### config.mk
export PLATFORM = sky130hd
export DESIGN_NAME = coeff_decompose_use_hint_flat
export DESIGN_NICKNAME = d
export VERILOG_FILES = /design/src/hw/rtl/dcu_pkg.sv /design/src/hw/rtl/dcu_in_if.sv /design/src/hw/rtl/dcu_out_if.sv /design/src/hw/rtl/coeff_decompose_use_hint.sv /design/src/flat_wrapper.sv
export SDC_FILE = /design/constraint.sdc
export NUM_CORES = 1
export LEC_CHECK = 0
export BUFFER_PORTS_ARGS = -buffer_cell sky130_fd_sc_hd__clkbuf_2
export CORE_ASPECT_RATIO = 0.7
export CORE_MARGIN = 8
export CORE_UTILIZATION = 55
export DETAILED_ROUTE_END_ITERATION = 7
export PLACE_DENSITY_LB_ADDON = 0.15
export SLEW_MARGIN = 20
export SYNTH_ARGS = -nofsm -noshare
export SYNTH_HDL_FRONTEND = slang
export SYNTH_SLANG_ARGS = --single-unit
### constraint.sdc
create_clock -name clk_i -period 7.3 [get_ports clk_i]
set_clock_uncertainty 0.1 [all_clocks]
set_input_delay 1.095 -clock clk_i [delete_from_list [all_inputs] [get_ports clk_i]]
set_output_delay 1.095 -clock clk_i [all_outputs]
set_load 0.05 [all_outputs]
### src/hw/rtl/dcu_pkg.sv
// shared widths, types and constants of the decompose and use-hint unit
`default_nettype none
package dcu_pkg;

  // field and payload widths
  localparam int unsigned COEFF_W = 23;
  localparam int unsigned HIGH_W  = 6;
  localparam int unsigned LOW_W   = 19;

  typedef logic [COEFF_W-1:0]       coeff_t;
  typedef logic [HIGH_W-1:0]        high_t;
  typedef logic signed [LOW_W-1:0]  low_t;

  // gamma2 selection
  typedef enum logic {
    GAMMA_Q32 = 1'b0,
    GAMMA_Q88 = 1'b1
  } gamma_mode_e;

  // field modulus and derived values
  localparam coeff_t       MODULUS = 23'd8380417;
  localparam coeff_t       HALF_Q  = 23'd4190208;
  localparam logic [19:0]  ALPHA_Q32 = 20'd523776;
  localparam logic [19:0]  ALPHA_Q88 = 20'd190464;

  // reciprocal approximation constants
  localparam logic [13:0]  RECIP_Q32 = 14'd1025;
  localparam logic [13:0]  RECIP_Q88 = 14'd11275;
  localparam logic [14:0]  ROUND_Q32 = 15'd32;
  localparam logic [14:0]  ROUND_Q88 = 15'd128;
  localparam high_t        HIGH_MAX_Q88 = 6'd43;
  localparam high_t        HIGH_MAX_Q32 = 6'd15;

  // bound of the centered low part
  localparam low_t         LOW_BOUND = 19'sd261888;

endpackage
`default_nettype wire

### src/hw/rtl/dcu_in_if.sv
// input channel: coefficient and hint bit with valid/ready
`default_nettype none
interface dcu_in_if;
  import dcu_pkg::*;

  logic   valid;
  logic   ready;
  coeff_t coefficient;
  logic   hint_bit;

  modport source (output valid, output coefficient, output hint_bit, input ready);
  modport sink   (input valid, input coefficient, input hint_bit, output ready);
endinterface
`default_nettype wire

### src/hw/rtl/dcu_out_if.sv
// output channel: high part, low part and corrected high part with valid/ready
`default_nettype none
interface dcu_out_if;
  import dcu_pkg::*;

  logic  valid;
  logic  ready;
  high_t high_part;
  low_t  low_part;
  high_t corrected_high;

  modport source (output valid, output high_part, output low_part, output corrected_high,
                  input ready);
  modport sink   (input valid, input high_part, input low_part, input corrected_high,
                  output ready);
endinterface
`default_nettype wire

### src/hw/rtl/coeff_decompose_use_hint.sv
// an accepted input beat passes the stage 1, 2, 3 and 4 registers on its way to the output beat
// throughput: one beat per cycle unless the output stalls, four register stages, the last is the output register
// the rate is set by the single reciprocal multiply and the alpha multiply, one per stage
// a stall on the output backs up stage by stage; no beat is lost or repeated
// reset clears all stage valid bits and sets gamma_mode to the (q-1)/32 setting
`default_nettype none
module coeff_decompose_use_hint (
  input  wire logic clk_i,
  input  wire logic rst_ni,
  input  wire logic cfg_we_i,
  input  wire logic cfg_wdata_i,
  dcu_in_if.sink    in_i,
  dcu_out_if.source out_o
);
  import dcu_pkg::*;

  localparam int unsigned DIFF_W = 25;

  gamma_mode_e mode_q;

  logic v1_q, v2_q, v3_q, v4_q;
  logic rdy1, rdy2, rdy3, rdy4;

  // configuration register
  always_ff @(posedge clk_i or negedge rst_ni) begin
    if (!rst_ni) begin
      mode_q <= GAMMA_Q32;
    end else if (cfg_we_i) begin
      mode_q <= gamma_mode_e'(cfg_wdata_i);
    end
  end

  // stage advance control
  assign rdy4 = !v4_q || out_o.ready;
  assign rdy3 = !v3_q || rdy4;
  assign rdy2 = !v2_q || rdy3;
  assign rdy1 = !v1_q || rdy2;
  assign in_i.ready = rdy1;

  always_ff @(posedge clk_i or negedge rst_ni) begin
    if (!rst_ni) begin
      v1_q <= 1'b0;
      v2_q <= 1'b0;
      v3_q <= 1'b0;
      v4_q <= 1'b0;
    end else begin
      if (rdy1) v1_q <= in_i.valid;
      if (rdy2) v2_q <= v1_q;
      if (rdy3) v3_q <= v2_q;
      if (rdy4) v4_q <= v3_q;
    end
  end

  // stage 1: rounded shift and reciprocal multiply
  logic [COEFF_W:0] sum127;
  logic [15:0]      f1;
  logic [29:0]      prod1;
  logic [13:0]      x1_d, x1_q;
  coeff_t           a1_q;
  logic             h1_q;

  always_comb begin
    sum127 = {1'b0, in_i.coefficient} + (COEFF_W+1)'(127);
    f1     = sum127[22:7];
    prod1  = f1 * ((mode_q == GAMMA_Q32) ? RECIP_Q32 : RECIP_Q88);
    x1_d   = prod1[29:16];
  end

  always_ff @(posedge clk_i) begin
    if (rdy1 && in_i.valid) begin
      x1_q <= x1_d;
      a1_q <= in_i.coefficient;
      h1_q <= in_i.hint_bit;
    end
  end

  // stage 2: round to the high part and fold the top value
  logic [14:0] xr2;
  high_t       hi2_d, hi2_q;
  coeff_t      a2_q;
  logic        h2_q;

  always_comb begin
    unique case (mode_q)
      GAMMA_Q32: begin
        xr2   = {1'b0, x1_q} + ROUND_Q32;
        hi2_d = {2'b00, xr2[9:6]};
      end
      default: begin
        xr2   = {1'b0, x1_q} + ROUND_Q88;
        hi2_d = (xr2[14:8] > {1'b0, HIGH_MAX_Q88}) ? '0 : xr2[13:8];
      end
    endcase
  end

  always_ff @(posedge clk_i) begin
    if (rdy2 && v1_q) begin
      hi2_q <= hi2_d;
      a2_q  <= a1_q;
      h2_q  <= h1_q;
    end
  end

  // stage 3: subtract high part times alpha
  logic [25:0]              prod3;
  logic signed [DIFF_W-1:0] diff3_d, diff3_q;
  high_t                    hi3_q;
  logic                     h3_q;

  always_comb begin
    prod3   = hi2_q * ((mode_q == GAMMA_Q32) ? ALPHA_Q32 : ALPHA_Q88);
    diff3_d = $signed({2'b00, a2_q}) - $signed({1'b0, prod3[23:0]});
  end

  always_ff @(posedge clk_i) begin
    if (rdy3 && v2_q) begin
      diff3_q <= diff3_d;
      hi3_q   <= hi2_q;
      h3_q    <= h2_q;
    end
  end

  // stage 4: center the low part and apply the hint
  logic signed [DIFF_W-1:0] adj4;
  high_t                    g4_d;
  high_t                    hi4_q, g4_q;
  low_t                     lo4_q;
  logic                     h4_q;

  always_comb begin
    if (diff3_q > $signed({2'b00, HALF_Q})) begin
      adj4 = diff3_q - $signed({2'b00, MODULUS});
    end else begin
      adj4 = diff3_q;
    end
    g4_d = hi3_q;
    if (h3_q) begin
      unique case (mode_q)
        GAMMA_Q32: begin
          g4_d = adj4[DIFF_W-1] ? {2'b00, hi3_q[3:0] - 4'd1} : {2'b00, hi3_q[3:0] + 4'd1};
        end
        default: begin
          if (adj4[DIFF_W-1]) begin
            g4_d = (hi3_q == '0) ? HIGH_MAX_Q88 : hi3_q - HIGH_W'(1);
          end else begin
            g4_d = (hi3_q >= HIGH_MAX_Q88) ? '0 : hi3_q + HIGH_W'(1);
          end
        end
      endcase
    end
  end

  always_ff @(posedge clk_i) begin
    if (rdy4 && v3_q) begin
      hi4_q <= hi3_q;
      lo4_q <= adj4[LOW_W-1:0];
      g4_q  <= g4_d;
      h4_q  <= h3_q;
    end
  end

  assign out_o.valid          = v4_q;
  assign out_o.high_part      = hi4_q;
  assign out_o.low_part       = lo4_q;
  assign out_o.corrected_high = g4_q;

  // checks
  a_ready_chain: assert property (@(posedge clk_i) disable iff (!rst_ni)
    out_o.ready |-> in_i.ready)
    else $error("input stalled while output is ready");

  a_high_range: assert property (@(posedge clk_i) disable iff (!rst_ni)
    out_o.valid |-> ((mode_q == GAMMA_Q32) ? (hi4_q <= HIGH_MAX_Q32) : (hi4_q <= HIGH_MAX_Q88)))
    else $error("high part out of range");

  a_low_range: assert property (@(posedge clk_i) disable iff (!rst_ni)
    out_o.valid |-> (lo4_q <= LOW_BOUND && lo4_q >= -LOW_BOUND))
    else $error("low part out of range");

  a_no_hint: assert property (@(posedge clk_i) disable iff (!rst_ni)
    (out_o.valid && !h4_q) |-> (g4_q == hi4_q))
    else $error("corrected high differs without hint");

endmodule
`default_nettype wire

### src/flat_wrapper.sv
// flat-port wrapper written by rule: the top's interface ports become plain ports
module coeff_decompose_use_hint_flat import dcu_pkg::*;
  (clk_i, rst_ni, cfg_we_i, cfg_wdata_i, in_i_valid, in_i_coefficient, in_i_hint_bit, in_i_ready, out_o_valid, out_o_high_part, out_o_low_part, out_o_corrected_high, out_o_ready);
  dcu_in_if in_i_i ();
  dcu_out_if out_o_i ();
  input  wire logic clk_i;
  input  wire logic rst_ni;
  input  wire logic cfg_we_i;
  input  wire logic cfg_wdata_i;
  input wire logic [$bits(in_i_i.valid)-1:0] in_i_valid;
  input wire logic [$bits(in_i_i.coefficient)-1:0] in_i_coefficient;
  input wire logic [$bits(in_i_i.hint_bit)-1:0] in_i_hint_bit;
  output wire logic [$bits(in_i_i.ready)-1:0] in_i_ready;
  output wire logic [$bits(out_o_i.valid)-1:0] out_o_valid;
  output wire logic [$bits(out_o_i.high_part)-1:0] out_o_high_part;
  output wire logic [$bits(out_o_i.low_part)-1:0] out_o_low_part;
  output wire logic [$bits(out_o_i.corrected_high)-1:0] out_o_corrected_high;
  input wire logic [$bits(out_o_i.ready)-1:0] out_o_ready;
  assign in_i_i.valid = in_i_valid;
  assign in_i_i.coefficient = in_i_coefficient;
  assign in_i_i.hint_bit = in_i_hint_bit;
  assign in_i_ready = in_i_i.ready;
  assign out_o_valid = out_o_i.valid;
  assign out_o_high_part = out_o_i.high_part;
  assign out_o_low_part = out_o_i.low_part;
  assign out_o_corrected_high = out_o_i.corrected_high;
  assign out_o_i.ready = out_o_ready;
  coeff_decompose_use_hint u_core (.clk_i(clk_i), .rst_ni(rst_ni), .cfg_we_i(cfg_we_i), .cfg_wdata_i(cfg_wdata_i), .in_i(in_i_i), .out_o(out_o_i));
endmodule
==> impl_metrics.toml <==
[floorplanning]
die_h_um = 132.1
rows = 42
initial_core_util_pct = 56.01
dieArea_um2 = 24030
core-area_um2 = 18920
dieWidth_um = 181.9
pin_count = 63

[drt]
wl_per_cell_um = 17.74
drtPass1Iterations = 5
drtIter0Drc = 566
antenna_left = 0
vias_per_cell = 5.472
dr_total_vias = 7453
drcViolationCount = 0
finalWirelength_um = 24160

[logic_synthesis]
synth.distinct_cells = 66
syn_avg_cell_area_um2 = 11.03
yosysSeqAreaShare_pct = 36.89
yosys_warnings = 0
synth_ff_type = "edfxtp_1"
synth_edf_count = 126
synth-seq-cells = 131
syn_area_um2 = 10600
synth_fp_nets = 1215
synthCells = 961
async_reset_ff_share_pct = 3.817

[global_routing]
grt_usage_pct = 20.58
antenna_found_initial = 0
grt_pass1_vias = 7132
grt_pass1_wl_um = 38650
grt_max_degree = 34
grt_overflow = 0

[timing]
max_freq_ghz = 0.1428
rsz0062_at_grt = "no"
slew_headroom_pct = 54.09
holdWs_ns = 0.3169
fin_crit_ns = 7.003
setup_violations = 0
tightestPinTransition_ns = 0.6886
worst_slack_ns = 0.2974
fin_setup_tns_ns = 0
hold_viol = 0
fin_crit_sh_pct = 95.93
slew_viol_final = 0

[clock_tree]
cts-root-buf = "clkbuf_16"
clk_pin_slew_ns = 0.06
clock-sinks = 131
cts-htree-levels = 4
cts_made_buffers = 17
cts_buffer_depth = 2
clkLatencyLatePin_ns = 0.42
post_cts_buffers = 0
cts.repair.resized = 0
holdBufCountCts = 0
cts_tree = "built"

[setup_path]
required_ns = 7.46
cp_max_fo = 3
crit_top_cell = "ha_1"
crit_family = "adder cells"
cpPeakStageDelay_ns = 0.54
worstRegToRegCells = 25
start_kind = "primary input"
cp_num_buf_inv = 4
crit_arrival_ns = 7.17
crit_type = "primary input to register"
cp.depth = 25
cpMaxStageDelayCell = "fa_1"
crit_path_end_kind = "register"

[min_path]
hp-class = "register to register"
worstHoldPathCells = 0

[final_layout]
antenna_cells = 0
drive_above_1_share_pct = 17.59
syn_to_final_growth_pct = 17.09
fin_nets = 1361

[run]
drv_cap = 0

[place]
dp_hpwl_um = 19590
gp_congestion = 0.8698
io_buffer_count = 62
dp_slack_ns = -0.09629

[status]
status = "complete, no violations"
## through the flow
| stage | instances | instance area [um^2] | util, % |
|---|---|---|---|
| after floorplan | 961 | 10600 | - |
| after CTS | 1362 | 12390 | 65.48 |
| after detailed placement | 1330 | 11750 | 62.12 |
| final | 1362 | 12410 | 65.58 |
| after global placement | 1330 | 11750 | 62.12 |
| after global routing | 1362 | 12410 | 65.58 |
## worst register-to-register path, delay by kind of cell (launching register included)
kind,cells,cell delay [ns]
AOI/OAI and AO/OA,9,1.56
DFF,1,0.32
and+or+nand+nor,4,0.79
xor gates and xnor gates,1,0.11
buffers and inverters,6,0.87
adders and majority gates,5,2.18
## routing by layer
| metal | up-vias | track usage [%] | share of wire (%) |
|---|---|---|---|
| li1 | 3628 | - | - |
| met1 | 3572 | 33.16 | 52 |
| met2 | 241 | 27.29 | 39 |
| met3 | 12 | 5.231 | 8.3 |
| met4 | 0 | 2.861 | 0.50 |
| met5 | - | 0 | 0 |
## registers in the layout (all words and copies together) (netlist names), 6 cells and up
name and flops:
u_core.diff3_q 25, u_core.a1_q 23, u_core.a2_q 23, u_core.out_o.low_part 19
u_core.x1_q 9, u_core.hi2_q 6, u_core.hi3_q 6, u_core.out_o.corrected_high 6
u_core.out_o.high_part 6
## placed cells by master (no fill, tap or decap), types with 28 or more instances in the layout
cell,netlist,layout
buf_4,2,81
clkbuf_2,0,62
edfxtp_1,126,126
fa_1,68,68
ha_1,156,156
inv_1,156,156
nand2_1,47,47
nand3_1,28,28
nor2_1,59,59
xnor2_1,44,44
xor2_1,29,29
## cell type report
type,count,area [um^2]
timing repair buffer,143,918.4
clock inverter,11,173.9
sequential,131,3909
fill,1500,6511
tap,242,302.8
multi-input combinational,655,6046
inverter,159,596.8
clock buffer,21,460.4
## kinds of logic (layout without fill, tap and decap cells)
group                      count (synthesis)  after routing  synth area share (%)
AOI/OAI and AO/OA                        138            138                 8.927
xor gates and xnor gates                  73             73                 6.034
adders and majority gates                225            225                 31.36
buffers and inverters                    175            334                 6.270
DFF                                      131            131                 36.89
muxes                                      3              3                0.4015
and+or+nand+nor                          216            216                 10.12
## synthesized netlist by cell type, drive strengths merged (7+ instances only)
cell,instances,share of area [%]
a211oi,7,0.50
a21o,16,1.1
a21oi,26,1.3
a31oi,11,0.65
and2,7,0.41
and3,9,0.53
clkbuf,14,0.50
edfxtp,126,36
fa,68,13
ha,156,18
inv,158,5.6
nand2,48,1.7
nand2b,8,0.47
nand3,30,1.5
nand4,7,0.47
nor2,61,2.3
nor3,25,1.3
o21a,10,0.71
o21ai,28,1.3
xnor2,44,3.6
xor2,29,2.4
## worst paths after layout
path	from	end	slack [ns]
worst max-delay path	in_i_coefficient[6]	u_core.x1_q[13]	0.30
worst min register to register	u_core.a1_q[22]	u_core.a2_q[22]	0.32
worst max register to register	u_core.mode_q	u_core.diff3_q[23]	1.10
max in group asynchronous	rst_ni	u_core.out_o.valid	6.59
min in group asynchronous	rst_ni	u_core.v1_q	0.38
worst min-delay path	u_core.a1_q[22]	u_core.a2_q[22]	0.32
Power is not shown: default switching activity piles up to over one toggle a cycle in this logic, so the estimate is an artifact.
